--- config.mk ---
export PLATFORM = sky130hd
export DESIGN_NAME = array_priority_queue_top
export DESIGN_NICKNAME = d
export VERILOG_FILES = /design/src/design/apq_pkg.sv /design/src/design/array_priority_queue_top.sv /design/src/design/apq_mem.sv /design/src/design/apq_scan.sv
export SDC_FILE = /design/constraint.sdc
export NUM_CORES = 1
export LEC_CHECK = 0
export ABC_CLOCK_PERIOD_IN_PS = 6000
export BUFFER_PORTS_ARGS = -buffer_cell sky130_fd_sc_hd__clkbuf_2
export CORE_ASPECT_RATIO = 0.6
export CORE_MARGIN = 3
export CORE_UTILIZATION = 50
export CTS_BUF_LIST = sky130_fd_sc_hd__clkbuf_8 sky130_fd_sc_hd__clkbuf_16
export CTS_CLUSTER_DIAMETER = 50
export CTS_CLUSTER_SIZE = 12
export DETAILED_ROUTE_END_ITERATION = 8
export GPL_TIMING_DRIVEN = 0
export PLACE_DENSITY = 0.73
export SLEW_MARGIN = 10
export SYNTH_ARGS = -nofsm -noshare
export SYNTH_HDL_FRONTEND = slang
export SYNTH_HIERARCHICAL = 1
export SYNTH_SLANG_ARGS = --single-unit
export TNS_END_PERCENT = 5
--- constraint.sdc ---
create_clock -name clk -period 6 [get_ports clk]
set_clock_uncertainty 0.05 [all_clocks]
set_input_delay 1.8 -clock clk [delete_from_list [all_inputs] [get_ports clk]]
set_output_delay 1.8 -clock clk [all_outputs]
set_load 0.01 [all_outputs]
--- src/design/apq_pkg.sv ---
package apq_pkg;

  localparam int DATA_W        = 16;
  localparam int STATUS_W      = 2;
  localparam int WORD_W        = 2 * DATA_W;
  localparam int DEPTH_DEFAULT = 16;

  localparam logic [STATUS_W-1:0] ST_OK       = 2'd0;
  localparam logic [STATUS_W-1:0] ST_OVERFLOW = 2'd1;
  localparam logic [STATUS_W-1:0] ST_EMPTY    = 2'd2;

  localparam logic OP_INSERT = 1'b0;
  localparam logic OP_REMOVE = 1'b1;

  // Qualifies one word of read data handed to the comparator.
  typedef struct packed {
    logic valid;
    logic first;
  } scan_ctl_t;

endpackage

--- src/design/array_priority_queue_top.sv ---
// Priority queue of DEPTH priority/payload entries held unsorted in a RAM.
// Input channel (s_axis_*): tuser carries the opcode, 0 to insert and 1 to
// remove the entry of highest priority; tdata carries the entry to insert.
// Output channel (m_axis_*): exactly one item per input item, holding the
// removed entry (zero on insert) and a status of ok, overflow or empty.
// An insert, an overflowing insert or a remove from an empty queue goes
// straight to the finishing state, which moves its result into the output
// register, and the next item can be accepted once the sequencer is back in
// idle. A remove scans the slots below the fill count before it finishes,
// and the next item waits for it: one comparator is shared across the scan,
// reading one RAM word a cycle through the registered read port, and the
// last entry is written into the vacated slot when it arrives.
// The input side is ready only while no item is in progress; it may accept
// the next item while a result still waits in the output register. A stall
// on the output holds the finished result in the sequencer until the output
// register is free. Reset empties the queue at once; the RAM is not cleared,
// since only slots below the fill count are ever read.
module array_priority_queue_top #(
  parameter int DEPTH = apq_pkg::DEPTH_DEFAULT
) (
  input  logic        clk,
  input  logic        rst,
  input  logic        s_axis_tvalid,
  output logic        s_axis_tready,
  input  logic [31:0] s_axis_tdata,   // priority_req [15:0], payload [31:16]
  input  logic [0:0]  s_axis_tuser,   // opcode [0]
  output logic        m_axis_tvalid,
  input  logic        m_axis_tready,
  output logic [39:0] m_axis_tdata    // out_priority [15:0], out_payload [31:16],
                                      // status [33:32], zero [39:34]
);

  localparam int AW = $clog2(DEPTH);
  localparam int CW = $clog2(DEPTH + 1);
  localparam int DW = apq_pkg::DATA_W;

  localparam logic [1:0] S_IDLE = 2'd0;
  localparam logic [1:0] S_SCAN = 2'd1;
  localparam logic [1:0] S_FIN  = 2'd2;

  logic [1:0]    state;
  logic [CW-1:0] fill_count;

  // Scan bookkeeping: address being issued, and the word now on the read port.
  logic [AW-1:0] scan_addr;
  logic [AW-1:0] last_addr;
  logic          issue;
  logic          rd_pend;
  logic          rd_first;
  logic          rd_last;
  logic [AW-1:0] rd_idx;

  // Finished result, waiting for the output register.
  logic [DW-1:0]               res_pri;
  logic [DW-1:0]               res_pay;
  logic [apq_pkg::STATUS_W-1:0] res_status;

  logic [DW-1:0]               out_pri;
  logic [DW-1:0]               out_pay;
  logic [apq_pkg::STATUS_W-1:0] out_status;

  logic                        in_accept;
  logic                        in_op;
  logic                        full;
  logic                        empty;
  logic                        scan_done;
  logic                        out_free;

  logic                        mem_we;
  logic [AW-1:0]               mem_waddr;
  logic [apq_pkg::WORD_W-1:0]  mem_wdata;
  logic [apq_pkg::WORD_W-1:0]  mem_rdata;

  apq_pkg::scan_ctl_t          scan_ctl;
  logic [DW-1:0]               sel_pri;
  logic [DW-1:0]               sel_pay;
  logic [AW-1:0]               sel_idx;

  assign s_axis_tready = (state == S_IDLE);
  assign in_accept     = s_axis_tvalid && s_axis_tready;
  assign in_op         = s_axis_tuser[0];
  assign full          = (fill_count == CW'(DEPTH));
  assign empty         = (fill_count == '0);
  assign scan_done     = rd_pend && rd_last;
  assign out_free      = !m_axis_tvalid || m_axis_tready;

  assign scan_ctl.valid = rd_pend;
  assign scan_ctl.first = rd_first;

  // Insert writes the tail slot; the end of a scan moves the last entry,
  // which is the word then on the read port, into the winner's slot.
  always_comb begin
    mem_we    = 1'b0;
    mem_waddr = fill_count[AW-1:0];
    mem_wdata = s_axis_tdata;
    if (in_accept && (in_op == apq_pkg::OP_INSERT) && !full) begin
      mem_we = 1'b1;
    end else if (scan_done) begin
      mem_we    = 1'b1;
      mem_waddr = sel_idx;
      mem_wdata = mem_rdata;
    end
  end

  apq_mem #(
    .DEPTH (DEPTH),
    .AW    (AW)
  ) u_mem (
    .clk   (clk),
    .we    (mem_we),
    .waddr (mem_waddr),
    .wdata (mem_wdata),
    .raddr (scan_addr),
    .rdata (mem_rdata)
  );

  apq_scan #(
    .AW (AW)
  ) u_scan (
    .clk     (clk),
    .ctl     (scan_ctl),
    .idx     (rd_idx),
    .rd_pri  (mem_rdata[DW-1:0]),
    .rd_pay  (mem_rdata[2*DW-1:DW]),
    .sel_pri (sel_pri),
    .sel_pay (sel_pay),
    .sel_idx (sel_idx)
  );

  // Sequencer.
  always_ff @(posedge clk) begin
    if (rst) begin
      state      <= S_IDLE;
      fill_count <= '0;
      issue      <= 1'b0;
      rd_pend    <= 1'b0;
    end else begin
      rd_pend <= issue;
      case (state)
        S_IDLE: begin
          if (in_accept) begin
            state <= S_FIN;
            if (in_op == apq_pkg::OP_INSERT) begin
              if (!full) begin
                fill_count <= fill_count + CW'(1);
              end
            end else if (!empty) begin
              state <= S_SCAN;
              issue <= 1'b1;
            end
          end
        end
        S_SCAN: begin
          if (issue && (scan_addr == last_addr)) begin
            issue <= 1'b0;
          end
          if (scan_done) begin
            fill_count <= fill_count - CW'(1);
            state      <= S_FIN;
          end
        end
        S_FIN: begin
          if (out_free) begin
            state <= S_IDLE;
          end
        end
        default: begin
          state <= S_IDLE;
        end
      endcase
    end
  end

  // Scan addressing and the finished result; no reset needed.
  always_ff @(posedge clk) begin
    rd_idx   <= scan_addr;
    rd_first <= (scan_addr == '0);
    rd_last  <= (scan_addr == last_addr);
    if (issue && (scan_addr != last_addr)) begin
      scan_addr <= scan_addr + AW'(1);
    end
    if (in_accept) begin
      scan_addr  <= '0;
      last_addr  <= AW'(fill_count - CW'(1));
      res_pri    <= '0;
      res_pay    <= '0;
      res_status <= apq_pkg::ST_OK;
      if (in_op == apq_pkg::OP_INSERT) begin
        if (full) begin
          res_status <= apq_pkg::ST_OVERFLOW;
        end
      end else if (empty) begin
        res_status <= apq_pkg::ST_EMPTY;
      end
    end
    if (scan_done) begin
      res_pri <= sel_pri;
      res_pay <= sel_pay;
    end
  end

  // Output register.
  always_ff @(posedge clk) begin
    if (rst) begin
      m_axis_tvalid <= 1'b0;
    end else if ((state == S_FIN) && out_free) begin
      m_axis_tvalid <= 1'b1;
    end else if (m_axis_tready) begin
      m_axis_tvalid <= 1'b0;
    end
  end

  always_ff @(posedge clk) begin
    if ((state == S_FIN) && out_free) begin
      out_pri    <= res_pri;
      out_pay    <= res_pay;
      out_status <= res_status;
    end
  end

  assign m_axis_tdata = {6'd0, out_status, out_pay, out_pri};

endmodule

--- src/design/apq_mem.sv ---
module apq_mem #(
  parameter int DEPTH = apq_pkg::DEPTH_DEFAULT,
  parameter int AW    = $clog2(DEPTH)
) (
  input  logic                       clk,
  input  logic                       we,
  input  logic [AW-1:0]              waddr,
  input  logic [apq_pkg::WORD_W-1:0] wdata,
  input  logic [AW-1:0]              raddr,
  output logic [apq_pkg::WORD_W-1:0] rdata
);

  logic [apq_pkg::WORD_W-1:0] mem [DEPTH];

  always_ff @(posedge clk) begin
    if (we) begin
      mem[waddr] <= wdata;
    end
  end

  always_ff @(posedge clk) begin
    rdata <= mem[raddr];
  end

endmodule

--- src/design/apq_scan.sv ---
module apq_scan #(
  parameter int AW = 4
) (
  input  logic                       clk,
  input  apq_pkg::scan_ctl_t         ctl,
  input  logic [AW-1:0]              idx,
  input  logic [apq_pkg::DATA_W-1:0] rd_pri,
  input  logic [apq_pkg::DATA_W-1:0] rd_pay,
  output logic [apq_pkg::DATA_W-1:0] sel_pri,
  output logic [apq_pkg::DATA_W-1:0] sel_pay,
  output logic [AW-1:0]              sel_idx
);

  logic [apq_pkg::DATA_W-1:0] best_pri;
  logic [apq_pkg::DATA_W-1:0] best_pay;
  logic [AW-1:0]              best_idx;
  logic                       take;

  // A strict compare keeps the lower slot when priorities are equal.
  assign take    = ctl.first || (rd_pri > best_pri);
  assign sel_pri = take ? rd_pri : best_pri;
  assign sel_pay = take ? rd_pay : best_pay;
  assign sel_idx = take ? idx : best_idx;

  always_ff @(posedge clk) begin
    if (ctl.valid) begin
      best_pri <= sel_pri;
      best_pay <= sel_pay;
      best_idx <= sel_idx;
    end
  end

endmodule

==> results of run 1 <==
synth_stat cells (2+ instances only):
cell type,count,area share
a211oi_1,2,0.00057
a21o_1,2,0.00057
a21oi_1,14,0.0027
a22oi_1,64,0.018
and2_1,2,0.00047
and3_1,68,0.016
buf_1,13,0.0018
buf_2,14,0.0027
buf_4,15,0.0043
buf_6,2,0.00085
buf_8,3,0.0017
clkbuf_1,39,0.0055
dfxtp_1,52,0.039
edfxtp_1,620,0.70
ha_1,20,0.0095
inv_1,23,0.0033
mux2_1,7,0.0030
mux2_2,31,0.013
mux4_2,128,0.11
nand2_1,119,0.017
nand2b_1,7,0.0017
nand3_1,38,0.0072
nand3b_1,2,0.00057
nand4_1,4,0.00095
nor2_1,20,0.0028
nor2b_1,8,0.0019
nor3_1,8,0.0015
nor3b_1,2,0.00057
o211ai_1,6,0.0017
o211ai_2,30,0.014
o21ai_0,3,0.00057
o31ai_1,2,0.00057
or3_1,4,0.00095
or3b_2,2,0.00066
xnor2_1,2,0.00066
xor2_1,6,0.0020
cell families after synthesis:
group | Yosys count
compound gates | 133
xor+xnor | 8
fa+ha+maj | 20
buf+inv | 109
flops | 672
mux | 167
other cells | 1
simple gates | 292
area by class of cell:
type,count,area (µm²),area share
flip-flops and latches,672,19700,0.655
multi-input cells,626,6380,0.212
clock buffers,62,1550,0.0517
well taps,693,867,0.0289
repair buffers,101,813,0.0271
plain buffers,86,445,0.0148
clock inverters,53,228,0.00758
inverters,23,86.3,0.00288
state kept, by name (all words and copies together) (netlist names):
signal,flops
u_scan/best_pri,16
scan_addr,4
rd_first,1
res_pay,16
m_axis_tvalid,1
res_status,2
u_mem/mem,512
res_pri,16
rd_pend,1
rd_last,1
issue,1
out_pri,16
rd_idx,4
fill_count,5
state,2
u_scan/best_idx,4
last_addr,4
u_scan/best_pay,16
out_status,2
u_mem/rdata,32
out_pay,16
worst paths after layout:
check | endpoint | slack, ps | cells past startpoint
worst max-delay path | u_mem/mem[8][17]$_DFFE_PP_ | 1220 | 13
worst min-delay path | out_pri[4]$_DFFE_PP_ | 360 | 0
worst max register to register | u_mem/mem[8][17]$_DFFE_PP_ | 1220 | 13
worst min register to register | out_pri[4]$_DFFE_PP_ | 360 | 0
metrics by stage:
step | total power, mW | util | worst slack (ps) | TNS (ps) | std cells
finish | 9.45 | 0.582 | 1220 | 0 | 2316
global route | 9.79 | 0.582 | 1060 | 0 | 2316
CTS | 9.52 | 0.582 | 1290 | 0 | 2316
detailed placement | 6.07 | 0.548 | 690 | 0 | 2201
global placement | 6.04 | 0.537 | -2920 | -696750 | 2172
floorplan | 5.84 | - | 240 | 0 | 1407
per-layer routing:
layer	vias to the layer above	global-route usage
met5	-	0
met4	0	0.0574
met3	106	0.0438
met2	813	0.318
met1	7246	0.343
li1	5992	-
power by group through the flow:
| stage | Sequential (mW) | Clock, mW | Combinational (mW) |
|---|---|---|---|
| 3_3_place_gp | 5.41 | 0 | 0.624 |
| 3_5_place_dp | 5.41 | 0 | 0.668 |
| 5_1_grt | 5.31 | 3.75 | 0.728 |
| 4_1_cts | 5.31 | 3.54 | 0.671 |
| 2_1_floorplan | 5.38 | 0 | 0.466 |
| 6_report | 5.31 | 3.47 | 0.669 |
worst max-delay path: stages, from the launching register on:
cell and delay, ps:
edfxtp_1 370, inv_1 50, ha_1 320, nand4_2 190, nor3_1 390, o21ai_1 450, and3b_1 330, buf_6 160
o211ai_1 310, mux2_2 260, nand3b_1 290, nor3_2 680, buf_4 370, buf_4 240
==> results.py, run 1 <==
metrics = {
    "finish": {
        "syn2layout_area_growth_pct": 13.6,
        "nNetsFinal": 1628,
        "fillers": 3815,
        "drive_gt1_frac": 0.257,
        "antenna_cells": 0,
        "most-common-layout-cells": "620 x edfxtp_1, 128 x mux4_2, 118 x nand2_1",
        "mostFrequentLayoutCell": "edfxtp_1",
        "final_area_um2": 30000,
    },
    "min_path": {
        "hold_class": "flop to flop",
        "hold_start": "res_pri[4]$_SDFFCE_PP0P_",
    },
    "clocking": {
        "cts_resized": 0,
        "cts_tree": "built",
        "clock_latency_ps": 610,
        "cts_buffers": 61,
        "clk_pin_slew_ps": 70,
        "postCtsHoldBufs": 0,
        "cts_buffer_depth": 3,
        "cts_sinks": 672,
        "post-cts-setup-buffer-count": 0,
        "cts_root_buffer": "clkbuf_16",
        "htree_levels": 2,
    },
    "outcome": {
        "status": "finished clean",
    },
    "synth": {
        "synth-edff-count": 620,
        "postSynthCellCount": 1402,
        "synth_top_family_by_area": "multiplexers",
        "yosys.cell_types.count": 56,
        "synth_xor_xnor_area_share": 0.00265,
        "netlist_area_um2": 26400,
        "synthFlopType": "edfxtp_1",
        "synth_seq_cells": 672,
        "avgSynthCellArea_um2": 18.8,
        "synth-simple-area-share": 0.0550,
        "async_reset_ff_frac": 0,
        "synthAdderAreaFrac": 0.00947,
        "synth_compound_area_frac": 0.0429,
        "yosysSeqAreaShare": 0.744,
        "synth_mux_area_frac": 0.126,
        "ys_warn_count": 6,
    },
    "setup_path": {
        "worstReg2RegStart": "u_scan/best_pri[15]$_DFFE_PP_",
        "cp-startpoint": "u_scan/best_pri[15]$_DFFE_PP_",
        "cp_max_fo": 10,
        "critPathLaunchType": "flop",
        "crit_type": "flop to flop",
        "endpoint_kind": "flop",
        "cp.arrival_ps": 5040,
        "required_ps": 6250,
    },
    "drt": {
        "drt_iter0_drc": 1641,
        "ant_nets": 0,
        "wl_per_cell_um": 25.9,
        "finalWirelength_um": 60100,
        "dr.pass1.iters": 5,
        "top_layer_used": "met4",
        "wl_met1_um": 25400,
        "route.met3.wl_um": 6920,
        "drc": 0,
        "via_per_inst": 6.11,
        "routed-wl-met2_um": 26200,
        "num_vias": 14157,
    },
    "sta": {
        "finalCritPeriodShare": 0.797,
        "setup_violations": 0,
        "fmax_mhz": 209,
        "hold_viol_final": 0,
        "rsz0062_at_grt": "no",
        "fin_crit_ps": 4780,
        "maxSlewHeadroom": 0.316,
        "whs_ps": 358,
        "slew_violations": 0,
        "worst_pin_slew_ps": 1030,
    },
    "floorplanning": {
        "ios": 79,
        "coreArea_um2": 51600,
        "die-area_um2": 55700,
        "placementRows": 64,
        "die_x_um": 303,
        "start_util": 0.512,
        "die_y_um": 184,
    },
    "pwr": {
        "powerDensity_nw_per_um2": 315,
        "internal_power_mw": 7.39,
        "p_sw_frac": 0.218,
        "p_leak_nw": 10.2,
        "pwr-share-clk": 0.367,
        "p_sw_mw": 2.06,
        "power_frac_comb": 0.071,
        "seq_power_share": 0.562,
        "ir_worst_vdd_uv": 239,
    },
    "placed_design": {
        "port_buffers": 72,
        "gp_congestion": 0.829,
        "place_hpwl_um": 40100,
        "place_area_um2": 28200,
    },
    "global_routing": {
        "grt_pass1_vias": 13925,
        "grt_first_pass_wirelength_um": 89100,
        "grt_overflow_total": 0,
        "track_usage": 0.219,
        "antenna_found_initial": 0,
        "grt_max_degree": 38,
    },
    "run": {
        "cap_violations": 0,
    },
}
(Power assumes the default switching activity.)
==> inputs of run 2 (changes only) <==
Settings changed: ABC_CLOCK_PERIOD_IN_PS 6000 to 3900.
Clock period 6 ns to 3.9 ns, I/O delays scaled along.
==> run 2 against run 1 <==
  * Critical path depth up 1
  * Flip-flop and latch count is the same
  * Via count grew 3.0%
  * Critical endpoint is now u_mem/mem[0][12]$_DFFE_PP_
  * Global-route usage rose by 0.75 points
==> results.py, run 2 (same netlist as run 1, synthesis figures left out) <==
metrics = {
    "pwr": {
        "p_leak_nw": 10.6,
        "powerDensity_nw_per_um2": 487,
        "ir_worst_vdd_uv": 396,
    },
    "global_routing": {
        "antenna_found_initial": 0,
        "grt_first_pass_wirelength_um": 91500,
        "grt_pass1_vias": 14208,
        "grt_max_degree": 43,
        "track_usage": 0.227,
        "grt_overflow_total": 0,
    },
    "clocking": {
        "cts_sinks": 672,
        "postCtsHoldBufs": 0,
        "htree_levels": 3,
        "cts_buffers": 66,
        "clk_pin_slew_ps": 60,
        "cts_tree": "built",
        "cts_root_buffer": "clkbuf_16",
        "cts_buffer_depth": 3,
        "clock_latency_ps": 590,
    },
    "sta": {
        "setup_violations": 0,
        "worst_pin_slew_ps": 1050,
        "hold_viol_final": 0,
        "layout_setup_ws_ps": 26.5,
        "slew_violations": 0,
        "maxSlewHeadroom": 0.303,
        "fmax_mhz": 258,
        "fin_crit_ps": 3870,
        "whs_ps": 367,
        "finalCritPeriodShare": 0.993,
    },
    "finish": {
        "reg_top3": "u_mem/mem: 512 flops, u_mem/rdata: 32 flops",
        "most-common-layout-cells": "620 x edfxtp_1, 128 x mux4_2, 116 x nand2_1",
        "drive_gt1_frac": 0.293,
        "antenna_cells": 0,
        "largest_reg_flops": 512,
        "nNetsFinal": 1671,
        "syn2layout_area_growth_pct": 17.2,
        "mostFrequentLayoutCell": "edfxtp_1",
        "regMostFlops": "u_mem/mem",
    },
    "drt": {
        "drt_iter0_drc": 1783,
        "finalWirelength_um": 63500,
        "num_vias": 14584,
        "wl_per_cell_um": 27.0,
        "via_per_inst": 6.20,
        "ant_nets": 0,
        "drc": 0,
        "dr.pass1.iters": 5,
    },
    "outcome": {
        "status": "finished clean",
    },
    "floorplanning": {
        "placementRows": 64,
        "coreArea_um2": 51600,
        "start_util": 0.512,
        "die_x_um": 303,
        "die-area_um2": 55700,
        "ios": 79,
        "die_y_um": 184,
    },
    "placed_design": {
        "gp_congestion": 0.794,
        "port_buffers": 72,
        "place_hpwl_um": 40000,
        "place_ws_ps": -828,
    },
    "setup_path": {
        "critPathLaunchType": "flop",
        "crit_type": "flop to flop",
        "required_ps": 4130,
        "endpoint_kind": "flop",
        "cp.arrival_ps": 4110,
        "cp_max_fo": 10,
    },
    "run": {
        "cap_violations": 0,
    },
    "min_path": {
        "hold_class": "flop to flop",
    },
}
-- run 2: changes by cell type in the layout (fill, tap and decap cells not counted), moves of 6 or more --
cell | previous run | this run
buf_4 | 24 | 46
inv_1 | 74 | 62
buf_16 | 4 | 10
buf_12 | 10 | 22
-- run 2: worst paths after layout --
path                                       from                    endpoint  slack [ps]  cells after the start
setup / recovery  u_scan/best_pri[14]$_DFFE_PP_  u_mem/mem[0][12]$_DFFE_PP_          30                     14
hold / removal        res_pay[11]$_SDFFCE_PP0P_       out_pay[11]$_DFFE_PP_         370                      0
setup reg to reg  u_scan/best_pri[14]$_DFFE_PP_  u_mem/mem[0][12]$_DFFE_PP_          30                     14
hold reg to reg       res_pay[11]$_SDFFCE_PP0P_       out_pay[11]$_DFFE_PP_         370                      0
-- run 2: power breakdown --
group / switching, mW / internal (mW)
registers: 0.120 / 8.05
clock network: 2.61 / 3.18
logic: 0.609 / 0.495
-- run 2: per-layer routing --
metal	global-route usage	up-vias	wire, µm
met5	0	-	0
met4	0.0605	0	1430
met3	0.0549	100	6830
met2	0.333	844	28400
li1	-	6082	-
met1	0.343	7558	26900
-- run 2: stage by stage --
step / cells / util / setup TNS (ps) / instance area (µm²) / power, mW
floorplan: 1407 / - / -131410 / 26500 / 8.99
global placement: 2172 / 0.537 / -1130900 / 27700 / 9.28
detailed placement: 2195 / 0.549 / -236120 / 28300 / 9.35
CTS: 2336 / 0.594 / -739 / 30600 / 15.1
global route: 2354 / 0.600 / -1670 / 31000 / 15.6
finish: 2354 / 0.600 / 0 / 31000 / 15.1
-- run 2: final cells by class --
cell class              instances  area (µm²)
fillers                      3647       20600
repair buffers                138        1360
multi-input cells             627        6580
clock inverters                48         256
plain buffers                  86         467
clock buffers                  67        1680
flip-flops and latches        672       19700
inverters                      23        86.3
well taps                     693         867
-- run 2: timing repair --
action,CTS,global route
setup buffers,26,17
pin swaps,15,10
resized for setup,6,47
endpoints found under the setup margin,510,500
gates cloned,0,1
-- run 2: worst max-delay path: stages (launching register included) --
cell and delay (ps):
edfxtp_1 400, inv_1 100, ha_4 300, nand4_4 170, or3_1 400, buf_6 160, clkbuf_4 180, and3_1 170
nand3_1 90, o211ai_2 130, mux2_4 310, or3b_4 440, nor3_4 330, buf_12 180, buf_6 150
==> inputs of run 3 (changes only) <==
Settings changed: CORE_MARGIN 3 to not set, CTS_BUF_LIST sky130_fd_sc_hd__clkbuf_8 sky130_fd_sc_hd__clkbuf_16 to sky130_fd_sc_hd__clkbuf_4 sky130_fd_sc_hd__clkbuf_8.
==> run 3 against run 2 <==
  * Sequential power barely moved
  * Worst setup slack lost 48 ps
  * Utilization decreased by 1.7 points
  * Largest cell class unchanged
  * Combinational power barely moved
  * The run now ends with setup timing left
  * Sequential share of layout area grew 1.8 points
  * Count of clock-buffer cells in the layout rose by 40
  * Die area is 3.5% lower
==> results.py, run 3 (same netlist as run 1, synthesis figures left out) <==
metrics = {
    "setup_path": {
        "cp_max_fo": 24,
        "critPathBufInv": 3,
        "critPathLaunchType": "flop",
        "crit_family": "simple AND/OR/NAND/NOR gates",
        "crit_slowest_cell": "dfxtp_1",
        "required_ps": 4170,
        "endpoint_kind": "flop",
        "cp.arrival_ps": 4190,
        "path_cells": "ha_1 -> a21oi_2 -> o221a_4 -> nand2_1 -> and3b_1 -> buf_6 -> o211ai_1 -> buf_4 -> mux2_2 -> or3b_4 -> nor3_4 -> buf_12",
        "crit_type": "flop to flop",
        "cpPeakStageDelay_ps": 500,
    },
    "min_path": {
        "hold_class": "flop to flop",
    },
    "placed_design": {
        "place_area_um2": 28300,
        "port_buffers": 72,
        "place_inst": 2195,
        "gp_congestion": 0.842,
        "place_hpwl_um": 39400,
    },
    "finish": {
        "nNetsFinal": 1663,
        "fillers": 3715,
        "final_area_um2": 30100,
        "drive_gt1_frac": 0.310,
        "largest_reg_flops": 512,
        "fin_cells": 2346,
        "syn2layout_area_growth_pct": 13.9,
        "mostFrequentLayoutCell": "edfxtp_1",
        "multi_input_area_um2": 6540,
        "register_area_um2": 19700,
        "most-common-layout-cells": "620 x edfxtp_1, 128 x mux4_2, 116 x nand2_1",
        "regMostFlops": "u_mem/mem",
        "reg_top3": "u_mem/mem: 512 flops, u_mem/rdata: 32 flops",
        "antenna_cells": 0,
    },
    "drt": {
        "via_per_inst": 6.11,
        "drt_iter0_drc": 1732,
        "ant_nets": 0,
        "dr.pass1.iters": 6,
        "num_vias": 14326,
        "finalWirelength_um": 62700,
        "wl_per_cell_um": 26.7,
        "drc": 0,
    },
    "clocking": {
        "cts_tree": "built",
        "cts_buffers": 66,
        "htree_levels": 3,
        "cts_buffer_depth": 3,
        "cts_sinks": 672,
        "postCtsHoldBufs": 0,
        "cts_root_buffer": "clkbuf_8",
        "clk_pin_slew_ps": 80,
        "clock_latency_ps": 640,
    },
    "floorplanning": {
        "ios": 79,
        "die-area_um2": 53800,
        "die_x_um": 299,
        "die_y_um": 180,
        "start_util": 0.512,
        "placementRows": 64,
        "coreArea_um2": 51600,
    },
    "sta": {
        "layout_setup_ws_ps": -21.3,
        "slew_violations": 0,
        "maxSlewHeadroom": 0.345,
        "finalCritPeriodShare": 1.01,
        "whs_ps": 373,
        "setup_violations": 16,
        "finalSetupTns_ps": -170,
        "rsz0062_at_grt": "yes",
        "fin_crit_ps": 3920,
        "fmax_mhz": 255,
        "worst_pin_slew_ps": 982,
        "hold_viol_final": 0,
    },
    "pwr": {
        "ir_worst_vdd_uv": 229,
        "power_mw": 13.7,
        "powerDensity_nw_per_um2": 454,
        "p_leak_nw": 10.1,
    },
    "global_routing": {
        "antenna_found_initial": 0,
        "grt_first_pass_wirelength_um": 90600,
        "grt_pass1_vias": 14033,
        "grt_max_degree": 43,
        "grt_overflow_total": 0,
        "track_usage": 0.232,
    },
    "run": {
        "cap_violations": 0,
    },
    "outcome": {
        "failed_checks": "setup timing",
        "status": "finished with violations",
    },
}
[run 3: cell types whose count changed in the layout (fill, tap and decap cells not counted), moves of 4 or more]
cell	previous run	this run
buf_16	10	3
clkbuf_8	0	68
inv_1	62	23
clkbuf_4	1	39
clkbuf_16	67	2
clkinvlp_4	0	4
[run 3: layer usage]
metal	up-vias	track usage	routed length (µm)
met4	0	0.0608	1430
met1	7347	0.355	27100
met3	99	0.0526	6590
li1	6047	-	-
met2	833	0.337	27600
met5	-	0	0
[run 3: final timing paths]
path | startpoint | endpoint | slack, ps | depth (start not counted)
max | u_mem/rdata[11]$_DFF_P_ | u_mem/mem[0][17]$_DFFE_PP_ | -20 | 12
max reg2reg | u_mem/rdata[11]$_DFF_P_ | u_mem/mem[0][17]$_DFFE_PP_ | -20 | 12
min reg2reg | res_pay[6]$_SDFFCE_PP0P_ | out_pay[6]$_DFFE_PP_ | 370 | 0
min | res_pay[6]$_SDFFCE_PP0P_ | out_pay[6]$_DFFE_PP_ | 370 | 0
[run 3: timing repair]
item,4_1_cts,5_1_grt
gates resized for setup,8,21
pin swaps,15,6
setup endpoints to repair,512,468
setup buffers,27,11
endpoints found under the hold margin,0,0
gates cloned,0,2
[run 3: worst register-to-register path, stage by stage, from the launching register on]
cell,delay [ps]
dfxtp_1,500
ha_1,340
a21oi_2,310
o221a_4,330
nand2_1,80
and3b_1,230
buf_6,180
o211ai_1,100
buf_4,160
mux2_2,320
or3b_4,480
nor3_4,230
buf_12,270
[run 3: power breakdown]
part	switching (mW)	total [mW]	internal (mW)
Clock	2.37	4.44	2.08
Combinational	0.598	1.07	0.474
Sequential	0.116	8.16	8.04
Total	3.08	13.7	10.6
[run 3: layout make-up]
type | instances | share of cell area
inverter | 23 | 0.00287
buffer | 85 | 0.0147
sequential | 672 | 0.653
timing repair buffer | 131 | 0.0392
multi-input combinational | 627 | 0.217
clock buffer | 107 | 0.0408
tap | 693 | 0.0288
clock inverter | 8 | 0.00287
[run 3: per-stage QoR]
step / setup slack, ps / utilization
after floorplan: -390 / -
after global placement: -2710 / 0.537
after detailed placement: -831 / 0.548
after CTS: -18.5 / 0.580
after global routing: -66.0 / 0.584
final: -21.3 / 0.584
